`src/design/asau_pkg.sv`:
```
`timescale 1ns / 1ps
// ----------------------------------------------------------------------------
// Active stress activation update: shared package
// Widths, register indexes, region mode codes and the types that pass
// between the front, the queue and the back of the update core.
// ----------------------------------------------------------------------------
package asau_pkg;

    // Saturation width of the updated activation.
    localparam int VALUE_WIDTH = 32;

    // Fixed field widths.
    localparam int FIELD_W  = 32;
    localparam int GAIN_W   = 32;
    localparam int WORD_W   = 64;
    localparam int MODE_W   = 2;
    localparam int CFG_IDX_W = 3;

    // Gains are Q8.24.
    localparam int GAIN_FRAC = 24;

    // Decoupling queue between front and back.
    localparam int QUEUE_DEPTH = 4;
    localparam int QPTR_W      = $clog2(QUEUE_DEPTH);
    localparam int QCNT_W      = $clog2(QUEUE_DEPTH + 1);

    // Configuration register indexes.
    localparam logic [CFG_IDX_W-1:0] CFG_DRIVE_GAIN      = 3'd0;
    localparam logic [CFG_IDX_W-1:0] CFG_DECAY_GAIN      = 3'd1;
    localparam logic [CFG_IDX_W-1:0] CFG_REGION_SCALE    = 3'd2;
    localparam logic [CFG_IDX_W-1:0] CFG_REGION_MODE     = 3'd3;
    localparam logic [CFG_IDX_W-1:0] CFG_REGION_X_WORD   = 3'd4;
    localparam logic [CFG_IDX_W-1:0] CFG_REGION_Y_WORD   = 3'd5;
    localparam logic [CFG_IDX_W-1:0] CFG_Z_BOUNDS        = 3'd6;

    // Region modes; the fourth code selects no region.
    localparam logic [MODE_W-1:0] MODE_NONE    = 2'd0;
    localparam logic [MODE_W-1:0] MODE_BOX     = 2'd1;
    localparam logic [MODE_W-1:0] MODE_ELLIPSE = 2'd2;

    // Weakness factor of 1.0 in Q8.24.
    localparam logic [GAIN_W-1:0] WEAKNESS_RESET = 32'h0100_0000;

    // Region settings used by the front.
    typedef struct packed {
        logic [MODE_W-1:0] mode;
        logic [WORD_W-1:0] x_word;
        logic [WORD_W-1:0] y_word;
        logic [WORD_W-1:0] z_bounds;
    } t_region_cfg;

    // Gain settings used by the back.
    typedef struct packed {
        logic [GAIN_W-1:0] drive_gain;
        logic [GAIN_W-1:0] decay_gain;
        logic [GAIN_W-1:0] region_scale;
    } t_gain_cfg;

    // One classified node request, as it waits in the queue.
    typedef struct packed {
        logic signed [FIELD_W-1:0] potential;
        logic signed [FIELD_W-1:0] activation;
        logic                      in_region;
    } t_item;

endpackage

```
`src/design/asau_queue.sv`:
```
`timescale 1ns / 1ps
// ----------------------------------------------------------------------------
// Active stress activation update: decoupling queue
// Small register queue between the classifier and the update pipeline.
// ----------------------------------------------------------------------------
module asau_queue
    import asau_pkg::*;
(
    input  logic  i_clk,
    input  logic  i_rst_n,
    input  logic  i_push,
    input  t_item i_item,
    output logic  o_not_full,
    input  logic  i_pop,
    output t_item o_item,
    output logic  o_not_empty
);

    t_item              r_mem [QUEUE_DEPTH];
    logic [QPTR_W-1:0]  r_wr_ptr, r_rd_ptr;
    logic [QCNT_W-1:0]  r_count;

    assign o_not_full  = (r_count != QCNT_W'(QUEUE_DEPTH));
    assign o_not_empty = (r_count != '0);
    assign o_item      = r_mem[r_rd_ptr];

    // Pointers and fill count.
    always_ff @(posedge i_clk) begin
        if (!i_rst_n) begin
            r_wr_ptr <= '0;
            r_rd_ptr <= '0;
            r_count  <= '0;
        end else begin
            if (i_push) begin
                r_wr_ptr <= (r_wr_ptr == QPTR_W'(QUEUE_DEPTH - 1)) ? '0 : r_wr_ptr + 1'b1;
            end
            if (i_pop) begin
                r_rd_ptr <= (r_rd_ptr == QPTR_W'(QUEUE_DEPTH - 1)) ? '0 : r_rd_ptr + 1'b1;
            end
            if (i_push && !i_pop) begin
                r_count <= r_count + 1'b1;
            end else if (!i_push && i_pop) begin
                r_count <= r_count - 1'b1;
            end
        end
    end

    // Storage.
    always_ff @(posedge i_clk) begin
        if (i_push) begin
            r_mem[r_wr_ptr] <= i_item;
        end
    end

    // The classifier must never push into a full queue.
    a_no_overflow: assert property (@(posedge i_clk) disable iff (!i_rst_n)
        !(i_push && (r_count == QCNT_W'(QUEUE_DEPTH))))
        else $error("queue push while full");

    // The update pipeline must never pop an empty queue.
    a_no_underflow: assert property (@(posedge i_clk) disable iff (!i_rst_n)
        !(i_pop && (r_count == '0)))
        else $error("queue pop while empty");

    // The fill count grows by one on a push without a pop.
    a_ptr_track: assert property (@(posedge i_clk) disable iff (!i_rst_n)
        (i_push && !i_pop) |=> (r_count == QCNT_W'($past(r_count) + 1'b1)))
        else $error("queue count lost a push");

endmodule

```
`config.mk`:
```
export PLATFORM = sky130hd
export DESIGN_NAME = asau_queue
export DESIGN_NICKNAME = d
export VERILOG_FILES = /design/src/design/asau_pkg.sv /design/src/design/asau_queue.sv
export SDC_FILE = /design/constraint.sdc
export NUM_CORES = 1
export LEC_CHECK = 0
export ABC_AREA = 1
export BUFFER_PORTS_ARGS = -buffer_cell sky130_fd_sc_hd__buf_2
export CAP_MARGIN = 25
export CORE_MARGIN = 8
export CORE_UTILIZATION = 30
export CTS_CLUSTER_SIZE = 30
export DETAILED_ROUTE_END_ITERATION = 10
export GPL_TIMING_DRIVEN = 1
export PLACE_DENSITY = 0.44
export SLEW_MARGIN = 5
export SYNTH_ARGS = -nofsm -noshare
export SYNTH_HDL_FRONTEND = slang
export SYNTH_SLANG_ARGS = --single-unit
```
`constraint.sdc`:
```
create_clock -name i_clk -period 3.1 [get_ports i_clk]
set_input_delay 0.93 -clock i_clk [delete_from_list [all_inputs] [get_ports i_clk]]
set_output_delay 0.93 -clock i_clk [all_outputs]
set_load 0.01 [all_outputs]
```
==> results.md, run 1 <==
Outcome:
- The flow ran to the end, and the final reports show no timing, DRC or antenna violations.

Synth:
- The count of cell types in the netlist is 23.
- The cell area after technology mapping is roughly 0.010 mm^2.
- The number of nets in the synthesized netlist is 765.
- Among all flip-flop cells after synthesis, the most frequent one is sky130_fd_sc_hd__edfxtp_1.
- The post-synthesis area per instance is 15.1 um^2.
- Yosys printed 0 warnings.
- Yosys mapped a number of flops with a built-in enable equal to 260.
- The synthesized instance count is 689.
- The share of synthesized area occupied by flip-flops and latches is ~77%.
- The proportion of register bits with asynchronous set or reset after synthesis is 0%.
- Counting flops and latches in the post-synthesis netlist gives 269.

Global route:
- Summed over all layers, the global routing overflow is 0.
- The first global-routing pass estimated between 30000 and 40000 um of wire.
- The via count of the first global-routing pass was 6404.
- The maximum number of pins on one net before global-route repair is 66.
- Global routing used 12.2% of the available tracks across all layers.
- The number of antenna violations at the first check in global routing is 0.
- For met2 alone, demand over resource in global routing was 20.6%.
- After global routing, the most crowded layer is met2.
- For this run, global-route usage on met1 was measured as 16.2%.
- The met3 routing resource usage after global routing is 2.07%.

Timing:
- The final count of pins violating max slew is 0.
- Setup slack closes at roughly 150 ps.
- The slew at the pin closest to its max-slew limit is 477 ps.
- Setup violations remaining at the end of the flow were counted as 0.
- Setup repair after global routing left no endpoint under its margin.
- The highest achievable clock rate is 339 MHz.
- The relative max-transition margin is 68.2%.
- The worst hold margin is 535 ps.
- The number of hold violations in the final report came to 0.
- For the final database, setup skew stands at 11.2 ps.
- The share of the clock period used by the worst path after layout is between 90% and 100%.
- The final critical-path required period is 2950 ps.

Setup path:
- The type of element launching the critical path is a flip-flop.
- The startpoint-to-endpoint class of the critical path is flip-flop to output port.
- The critical path's slowest cell is sky130_fd_sc_hd__dfxtp_4.
- The count of buffer and inverter cells on the critical path is 4.
- The peak fanout along the critical path is 54.
- Traced cell by cell, the critical path runs through buf_12, inv_16, buf_4, nor2_1, o22ai_1, buf_2.
- For the worst setup path, the data required time is 2170 ps.
- At the worst endpoint, the arrival time is 2020 ps.
- The worst register-to-register path begins at r_wr_ptr[0].
- The worst setup path is captured at an output port.
- The gate family responsible for the most delay along the worst path is buffers and inverters.
- On the worst path, the slowest cell contributes a delay of 390 ps.

Drt:
- The detail-routed net length per standard cell is 19.3 um.
- Using the TritonRoute via totals, the vias-per-cell ratio works out to 4.59.
- The residual antenna-violating net count after detailed routing is 0.
- In the routed design, unresolved DRC markers number 0.
- Wires add up to 25400 um.
- The routed layout has 6030 vias.
- The pre-antenna-repair detailed-routing pass consisted of 4 iterations.
- The initial DRC count is 226.

Clock network:
- After clock tree synthesis, the clock-pin slew on the worst setup and hold paths is approximately 60 ps.
- The maximum clock path buffer count is 3.
- The CTS buffer count is 30.
- CTS saw around 270 sinks.
- The quantity of hold-fixing buffers added after cts is 0.
- The maximum level of the CTS H-tree is 1.
- The insertion delay of the later-clocked pin in the worst-skew pair is 550 ps.
- The root buffer cell is sky130_fd_sc_hd__clkbuf_16.
- TritonCTS built the clock tree.

Die:
- Once the floorplan was initialized, standard cells occupied 30.3% of the core.
- Pin placement for this block handled 136 I/O pins.
- The die footprint is 0.0409 mm^2.
- The y dimension of the die is 202 um.
- The die outline width is 202 um.
- The core region area is 0.0344 mm^2.
- Row generation in the floorplan step produced 68 rows.

Power and ir drop:
- The total chip power is roughly 8.5 mW.
- The areal power density over the cells is between 600 and 700 mW/mm^2.
- The cell internal power dissipation is 6.48 mW.
- In this run, the combinational gates consume 10.5% of the power.
- Net switching is 23.7% of the power.
- The share of power burned in registers is 49.4%.
- The clock network is responsible for 40.2% of the overall power.
- For this design the total switching power over the nets is 2.02 mW.
- The static power due to leakage is 4.39 nW.
- The worst voltage drop across the vdd grid is 416 uV.

Hold path:
- The path category of the worst min-delay check is flip-flop to flip-flop.
- The launch point of the worst hold path is r_wr_ptr[1].

Cells and area:
- The fraction of layout instances using a drive strength above 1 is 29.6%.
- The multi-input gate area in the final layout is 0.00206 mm^2.
- Relative to the synthesized area, the layout overhead comes to 21.5%.
- The top cell types in the final layout, fill and taps aside, are 260 x sky130_fd_sc_hd__edfxtp_1, 135 x sky130_fd_sc_hd__buf_2, 115 x sky130_fd_sc_hd__nor2_1.
- The register area is 0.00799 mm^2.
- In the final design database the tool counted 910 nets.
- The final instance count without filler cells is approximately 1300.
- The filler cell count in the final layout is 3347.
- The commonest non-fill, non-tap cell in the layout is sky130_fd_sc_hd__edfxtp_1.

Place:
- Buffers placed on the I/O ports in this run total 135.
- The number of placed instances, taps included, is 1253.
- The weighted congestion reported at the end of routability-driven placement is 0.674.
- Summed over all nets, the half-perimeter wirelength after detailed placement is 13700 um.
- At the placement stage, the worst setup path has a slack of slightly above 500 ps.

Job:
- Max-cap violations in this run came to 0.
power by group through the flow:
stage               sequential [mW]  combinational [mW]  clock, mW
CTS                            4.20               0.907       3.53
global route                   4.20               0.995       3.67
detailed placement             4.27               0.886          0
finish                         4.19               0.889       3.41
global placement               4.27               0.883          0
floorplan                      4.27               0.502          0
metal layers:
metal	share of wire, %	vias to the layer above
li1	-	2887
met1	45	2989
met2	48	121
met3	4.7	33
met4	1.7	0
met5	0	-
worst reg2reg max path, delay by kind of cell, from the launching register on:
family / cells / cell delay, ps
buffers and inverters: 2 / 570
AND/OR/NAND/NOR: 1 / 70
adder cells (fa/ha/maj): 1 / 200
flip-flops: 1 / 390
kinds of logic (layout without fill, tap and decap cells):
| logic type | after synthesis | after routing | synth area share, % |
|---|---|---|---|
| fa+ha+maj | 7 | 7 | 0.913 |
| compound gates | 204 | 204 | 12.0 |
| flops | 269 | 269 | 76.7 |
| simple gates | 149 | 149 | 6.89 |
| buf+inv | 60 | 229 | 3.54 |
| other cells | 0 | 2 | 0 |
cell type report:
cell class | count | area share, %
sequential | 269 | 63.1
multi-input combinational | 360 | 16.3
timing repair buffer | 155 | 7.78
clock buffer | 33 | 6.02
tap | 455 | 4.50
clock inverter | 23 | 1.57
inverter | 18 | 0.702
antenna | 2 | 0.0395
final timing paths:
kind / depth (start not counted) / slack [ps] / to
hold reg to reg: 2 / 540 / r_wr_ptr[1]
setup reg to reg: 4 / 1520 / r_mem[3][56]
hold / removal: 2 / 540 / r_wr_ptr[1]
setup / recovery: 6 / 150 / o_item[28]
stage by stage:
stage	utilization, %	TNS (ps)	area (um^2)
after detailed placement	33.7	0	11600
final	36.8	0	12700
after global routing	36.8	0	12700
after global placement	33.7	0	11600
after floorplan	-	0	10400
after CTS	36.7	-21.9	12600
synthesized netlist by cell type (all sizes together) (2+ instances only):
library cell / number / area, um^2
nand2: 8 / 30.0
ha: 6 / 75.1
o21ai: 134 / 689
a21oi: 5 / 25.0
o22ai: 65 / 532
clkbuf: 12 / 45.0
buf: 30 / 252
nor3: 2 / 10.0
dfxtp: 9 / 180
nor2: 135 / 657
nand3: 3 / 15.0
edfxtp: 260 / 7810
inv: 18 / 72.6
state kept, by name (all words and copies together), names as in the netlist, named ones only:
name	flops
r_wr_ptr	2
r_mem	260
r_count	3
r_rd_ptr	2
repair_timing:
action / in CTS / in global routing
pin swaps: 0 / 0
buffers inserted: 0 / 3
setup endpoints to repair: 34 / 54
gates cloned: 1 / 0
resized for setup: 2 / 3
Power figures use the tool's default switching activity.
==> inputs of run 2 (changes only) <==
CORE_MARGIN = 5   (was 8)
clock period = 2.8 ns   (was 3.1 ns; I/O delays follow)
==> run 2 against run 1 <==
First-iteration DRC count is the same. Sequential cell count is the same. Clock skew shrank 2.5 ps. Sequential power grew 11%. Non-clock buffer count grew 4. Largest power group unchanged. Routed wire length shrank 4.1%. Worst hold slack lost 39 ps. Clock power grew 6.7%. Register-to-register slack lost 330 ps. Largest cell class unchanged.
==> results.md, run 2 (same netlist as run 1, synthesis figures left out) <==
Setup path:
- The worst setup slack for register-to-register paths is 1190 ps (was 1520 ps).
- The critical path arrival is 1840 ps (was 2020 ps).
- The startpoint-to-endpoint class of the critical path is flip-flop to output port (unchanged).
- Critical Path, Cell by Cell: inv_6, clkbuf_16, o21ai_0, o22ai_2, buf_2 (was buf_12, inv_16, buf_4, nor2_1, o22ai_1, buf_2).
- The peak fanout along the critical path is 29 (was 54).
- The worst reg2reg path depth came to 4 (unchanged).
- The critical path's slowest cell is sky130_fd_sc_hd__dfxtp_4 (unchanged).
- The startpoint of the worst register-to-register path is r_wr_ptr[0] (unchanged).
- The end of the worst register-to-register path is r_mem[3][38] (was r_mem[3][56]).
- The critical path data required time is 1960 ps (was 2170 ps).
- The type of element launching the critical path is a flip-flop (unchanged).
- The category of the worst setup path capture point is an output port (unchanged).
- The peak per-stage delay on the critical path is 430 ps (was 390 ps).

Global route:
- The number of antenna violations at the first check in global routing is 2 (was 0).
- The remaining global-route overflow is 0 (unchanged).
- The via count of the first global-routing pass is 6199 (was 6404).
- The global-route total usage across every layer was 12.1% (was 12.2%).
- The wire length of the first global-routing pass is 36700 um (was 39400 um).
- The maximum number of pins on one net before global-route repair is 73 (was 66).

Cells and area:
- The fraction of layout instances using a drive strength above 1 is 28.9% (was 29.6%).
- The register area is 0.00799 mm^2 (unchanged).
- The flip-flop count of the largest register, all copies and words added is 260 (unchanged).
- Biggest registers after layout: r_mem x260, r_count x3 (unchanged).
- The register bank with the most flops is r_mem (unchanged).
- The area of all placed cells without fillers is 0.0127 mm^2 (about the same).
- The commonest non-fill, non-tap cell in the layout is sky130_fd_sc_hd__edfxtp_1 (unchanged).
- The total number of nets in the final design came to 914 (was 910).
- The final instance count without filler cells was 1310 (was 1315).
- The filler cell count in the final layout was 3361 (was 3347).
- The number of antenna repair diodes came to 0 (was 2).
- The area added between synthesis and finish was 21.6% (was 21.5%).
- The post-layout utilization of the core is 36.9% (was 36.8%).
- The multi-input gate area in the final layout came to 0.00206 mm^2 (unchanged).
- Highest-count cells in the layout ignoring fill and taps: 260 x sky130_fd_sc_hd__edfxtp_1, 135 x sky130_fd_sc_hd__buf_2, 115 x sky130_fd_sc_hd__nor2_1 (unchanged).

Timing:
- The relative max-transition margin is 69.5% (was 68.2%).
- The final critical-path required period is about 2700 ps.
- The highest achievable clock rate is 373 MHz.
- The worst hold margin is 496 ps (was 535 ps).
- The worst setup margin was 119 ps (was 149 ps).
- The final count of pins violating max slew is 0 (unchanged).
- Setup repair after global routing missed its margin: no (unchanged).
- In the finished design, the share of the clock period the worst path needs comes to 95.7%.
- The number of endpoints failing setup at the final stage is 0 (unchanged).
- The setup TNS is 0 ps (unchanged).
- The number of hold violations in the final report is 0 (unchanged).
- The slew at the pin closest to its max-slew limit is 456 ps (was 477 ps).
- The maximum clock skew at final layout was 8.69 ps (was 11.2 ps).

Die:
- The die outline width is 196 um (was 202 um).
- The starting utilization of the core area is 30.3% (unchanged).
- The y dimension of the die is 196 um (was 202 um).
- The number of placement rows is 68 (unchanged).
- The core region area is 0.0344 mm^2 (unchanged).
- The die footprint is 0.0385 mm^2 (was 0.0409 mm^2).
- The number of top-level pins is 136 (unchanged).

Power and ir drop:
- The net switching power of the design is 2.17 mW (was 2.02 mW).
- The cell internal power dissipation was 7.10 mW (was 6.48 mW).
- The switching share of total power is 23.4% (was 23.7%).
- The share of power burned in registers is 50.1% (was 49.4%).
- The static power due to leakage is 4.39 nW (about the same).
- The worst voltage drop across the vdd grid is 439 uV (was 416 uV).
- The share of total power in combinational logic is 10.6% (was 10.5%).
- The clock share of power is 39.3% (was 40.2%).
- The total chip power is 9.26 mW (was 8.50 mW).
- The areal power density over the cells is 731 mW/mm^2 (was 671 mW/mm^2).

Place:
- The number of placed instances, taps included is 1258 (was 1253).
- The weighted congestion reported at the end of routability-driven placement is 0.684 (was 0.674).
- The cell area reported after detailed placement came to 0.0117 mm^2 (was 0.0116 mm^2).
- The worst slack after detailed placement came to 504 ps (was 511 ps).
- The HPWL after detailed placement is 14000 um (was 13700 um).
- The number of input and output port buffers inserted is 135 (unchanged).

Clock network:
- The CTS buffer count came to 30 (unchanged).
- The clock-pin slew reported for the worst setup and hold paths after clock tree synthesis is 60 ps (about the same).
- The insertion delay of the later-clocked pin in the worst-skew pair is 560 ps (was 550 ps).
- The root buffer cell is sky130_fd_sc_hd__clkbuf_16 (unchanged).
- The TritonCTS clock tree is yes (unchanged).
- The number of sinks handled by clock tree synthesis is 269 (unchanged).
- The maximum level of the CTS H-tree is 1 (unchanged).
- The maximum clock path buffer count was 3 (unchanged).

Outcome:
- Status: completed (unchanged).

Drt:
- The initial DRC count is 226 (unchanged).
- The residual antenna-violating net count after detailed routing was 0 (unchanged).
- The DRC violations left was 0 (unchanged).
- The detailed-route vias per instance came to 4.60 (was 4.59).
- The number of iterations in the first detailed-routing pass is 4 (unchanged).
- The detail-routed net length per standard cell came to 18.6 um (was 19.3 um).
- The aggregate routed wire length was 24400 um (was 25400 um).
- The number of vias after detailed routing was 6021 (was 6030).

Hold path:
- The hold-critical path depth is 1 (was 2).
- The worst-case hold path end point is r_mem[1][40] (was r_wr_ptr[1]).
- The path category of the worst min-delay check is input port to flip-flop (was flip-flop to flip-flop).
- The launch point of the worst hold path is i_item[40] (was r_wr_ptr[1]).

Job:
- The count of max-cap constraint violations is 0 (unchanged).
## run 2: how the worst max path moves through the flow
stage / cells after the start / start / endpoint
final: 5 / flip-flop / o_item[63]
after global routing: 4 / flip-flop / o_item[5]
after CTS: 5 / flip-flop / o_item[47]
after detailed placement: 4 / flip-flop / o_item[7]
after global placement: 4 / flip-flop / o_item[7]
after floorplan: 2 / i_push / r_mem[3][0]
## run 2: routing by layer
layer | track usage (%) | share of wire, %
met5 | 0 | 0.11
met1 | 16.3 | 45
met2 | 20.2 | 48
met3 | 2.41 | 4.3
met4 | 3.00 | 1.8
## run 2: layout make-up
type                            count  area share [%]
Clock buffer                       41            6.25
Timing Repair Buffer              159            8.45
Tap cell                          455            4.49
Inverter                           18           0.573
Clock inverter                      8           0.879
Sequential cell                   269            63.1
Multi-Input combinational cell    360            16.3
## run 2: what timing repair did
action                     4_1_cts  5_1_grt
setup endpoints to repair       26       17
pin swaps                        0        0
gates cloned                     0        2
hold endpoints to repair         0        0
hold buffers                     0        0
buffers inserted                 1        0
gates resized for setup          4        2
## run 2: worst max-delay path, delay by kind of cell, from the launching register on
kind	cells	cell delay, ps
AO/OA/AOI/OAI	2	350
flip-flops	1	430
buffers and inverters	3	480
## run 2: power groups by stage
stage               sequential [mW]  clock [mW]  combinational (mW)
finish                         4.64        3.64               0.980
global route                   4.66        3.95                1.09
CTS                            4.64        3.78               0.993
detailed placement             4.73           0               0.980
global placement               4.73           0               0.974
floorplan                      4.73           0               0.555
==> inputs of run 3 (changes only) <==
CAP_MARGIN = default   (was 25)
CTS_BUF_LIST = sky130_fd_sc_hd__clkbuf_8   (was default)
==> run 3 against run 2 <==
Sequential cell count stayed put. First-iteration DRC count is 13% higher. Combinational power is 0.7% lower. Sequential power hardly changed. Count of clock-buffer cells in the layout is 8 higher. Global-route usage is 0.24 points higher. Worst setup slack worse by 37 ps. Non-clock buffer count is 2 lower. Highest routed layer unchanged. Critical path depth stayed put. Routed wire length is 1.0% lower. Critical endpoint is now o_item[47]. Sequential share of layout area is 0.36 points higher. Fmax is 1.4% lower.
==> results.md, run 3 (same netlist as run 1, synthesis figures left out) <==
Outcome:
- Status: completed (unchanged).

Setup path:
- The peak fanout along the critical path was 72 (was 29).
- The critical path arrival is 1880 ps (was 1840 ps).
- The count of buffer and inverter cells on the critical path is 3 (unchanged).
- The critical path data required time came to 1960 ps (about the same).
- The type of element launching the critical path is a flip-flop (unchanged).
- The peak per-stage delay on the critical path was 390 ps (was 430 ps).
- The category of the worst setup path capture point is an output port (unchanged).
- The gate family responsible for the most delay along the worst path is buffers and inverters (unchanged).
- The critical path's slowest cell is sky130_fd_sc_hd__dfxtp_4 (unchanged).
- The startpoint-to-endpoint class of the critical path is flip-flop to output port (unchanged).
- Critical Path, Cell by Cell: inv_6, buf_16, o21ai_0, o22ai_1, buf_2 (was inv_6, clkbuf_16, o21ai_0, o22ai_2, buf_2).

Drt:
- The aggregate routed wire length was 24100 um (was 24400 um).
- The number of iterations in the first detailed-routing pass is 4 (unchanged).
- The detail-routed net length per standard cell is 17.9 um (was 18.6 um).
- The detailed-route vias per instance is 4.54 (was 4.60).
- The initial DRC count is 255 (was 226).
- The number of vias after detailed routing came to 6110 (was 6021).
- The DRC violations left came to 0 (unchanged).
- The residual antenna-violating net count after detailed routing is 0 (unchanged).

Clock network:
- The maximum level of the CTS H-tree came to 2 (was 1).
- The maximum clock path buffer count was 3 (unchanged).
- The CTS buffer count is 48 (was 30).
- The clock-pin slew reported for the worst setup and hold paths after clock tree synthesis came to 60 ps (about the same).
- The number of sinks handled by clock tree synthesis is 269 (unchanged).
- The insertion delay of the later-clocked pin in the worst-skew pair is 560 ps (about the same).
- The quantity of hold-fixing buffers added after cts is 0 (unchanged).
- The root buffer cell is sky130_fd_sc_hd__clkbuf_8 (was sky130_fd_sc_hd__clkbuf_16).
- The TritonCTS clock tree is yes (unchanged).

Timing:
- The share of the clock period used by the worst path after layout is 97.1% (was 95.7%).
- The highest achievable clock rate came to 368 MHz (was 373 MHz).
- The final critical-path required period is 2720 ps (was 2680 ps).
- Setup repair after global routing missed its margin: yes (was no).
- The worst hold margin is 493 ps (was 496 ps).
- The number of endpoints failing setup at the final stage came to 0 (unchanged).
- The number of hold violations in the final report is 0 (unchanged).
- The relative max-transition margin came to 69.3% (was 69.5%).
- The maximum clock skew at final layout is 22.9 ps (was 8.69 ps).
- The slew at the pin closest to its max-slew limit was 460 ps (was 456 ps).
- The worst setup margin was 81.9 ps (was 119 ps).
- The final count of pins violating max slew is 0 (unchanged).

Global route:
- The via count of the first global-routing pass is 6341 (was 6199).
- The remaining global-route overflow is 0 (unchanged).
- The wire length of the first global-routing pass is 37300 um (was 36700 um).
- The maximum number of pins on one net before global-route repair is 73 (unchanged).
- The number of antenna violations at the first check in global routing is 1 (was 2).
- The global-route total usage across every layer is 12.3% (was 12.1%).

Power and ir drop:
- The static power due to leakage is 4.46 nW (was 4.39 nW).
- The areal power density over the cells came to 699 mW/mm^2 (was 731 mW/mm^2).
- The worst voltage drop across the vdd grid is 358 uV (was 439 uV).

Die:
- The die footprint is 0.0385 mm^2 (unchanged).
- The number of top-level pins was 136 (unchanged).
- The starting utilization of the core area is 30.3% (unchanged).
- The number of placement rows is 68 (unchanged).
- The y dimension of the die came to 196 um (unchanged).
- The die outline width was 196 um (unchanged).
- The core region area is 0.0344 mm^2 (unchanged).

Cells and area:
- Highest-count cells in the layout ignoring fill and taps: 260 x sky130_fd_sc_hd__edfxtp_1, 135 x sky130_fd_sc_hd__buf_2, 114 x sky130_fd_sc_hd__nor2_1 (was 260 x sky130_fd_sc_hd__edfxtp_1, 135 x sky130_fd_sc_hd__buf_2, 115 x sky130_fd_sc_hd__nor2_1).
- Biggest registers after layout: r_mem x260, r_count x3 (unchanged).
- The area added between synthesis and finish is 20.9% (was 21.6%).
- The register bank with the most flops is r_mem (unchanged).
- The fraction of layout instances using a drive strength above 1 is 30.9% (was 28.9%).
- The commonest non-fill, non-tap cell in the layout is sky130_fd_sc_hd__edfxtp_1 (unchanged).
- The total number of nets in the final design is 930 (was 914).
- The flip-flop count of the largest register, all copies and words added is 260 (unchanged).
- The number of antenna repair diodes came to 0 (unchanged).

Place:
- The weighted congestion reported at the end of routability-driven placement is 0.684 (unchanged).
- The HPWL after detailed placement is 14000 um (unchanged).
- The worst slack after detailed placement is 504 ps (unchanged).
- The number of input and output port buffers inserted was 135 (unchanged).

Hold path:
- The path category of the worst min-delay check is input port to flip-flop (unchanged).

Job:
- The count of max-cap constraint violations is 0 (unchanged).
[run 3: cell count changes in the layout (fill, tap and decap cells not counted), sizes merged]
cell / previous run / this run
bufinv: 2 / 0
clkbuf: 43 / 49
clkinv: 6 / 14
inv: 18 / 41
[run 3: per-layer routing]
| metal | routed length [um] | track usage [%] |
|---|---|---|
| met1 | 10700 | 16.3 |
| met2 | 11800 | 20.4 |
| met3 | 1130 | 2.82 |
| met4 | 514 | 3.72 |
| met5 | 7 | 0 |
[run 3: layout make-up]
type | count | area, um^2
clock buffer | 49 | 674
clock inverter | 37 | 163
fill | 3379 | 21800
inverter | 18 | 72.6
multi-input combinational | 360 | 2110
sequential | 269 | 7990
tap | 455 | 569
timing repair buffer | 157 | 1010
[run 3: power by group]
group | switching [mW] | internal [mW] | total, mW
clock network | 1.56 | 1.63 | 3.18
logic | 0.621 | 0.352 | 0.973
registers | 0.0446 | 4.60 | 4.64
[run 3: repair_timing]
action,CTS,global route
buffers inserted,1,0
pin swaps,0,7
endpoints found under the setup margin,29,27
resized for setup,4,11
[run 3: stage by stage]
| step | cell area, um^2 | power, mW | util (%) | instances | TNS (ps) |
|---|---|---|---|---|---|
| 6_report | 12600 | 8.80 | 36.6 | 1345 | 0 |
| 5_1_grt | 12600 | 9.27 | 36.6 | 1345 | -457 |
| 4_1_cts | 12500 | 8.98 | 36.5 | 1345 | -3.68 |
| 3_5_place_dp | 11700 | 5.71 | 34.0 | 1258 | 0 |
| 3_3_place_gp | 11700 | 5.70 | 34.0 | 1258 | 0 |
| 2_1_floorplan | 10400 | 5.28 | - | 689 | 0 |
[run 3: path summary, 6_finish.rpt]
kind                from            to  slack (ps)  cells after the start
max            flip-flop    o_item[47]          80                      5
min           i_item[11]  r_mem[1][11]         490                      1
max reg2reg  r_wr_ptr[0]  r_mem[3][37]        1180                      4
min reg2reg   r_count[1]    r_count[1]         520                      2
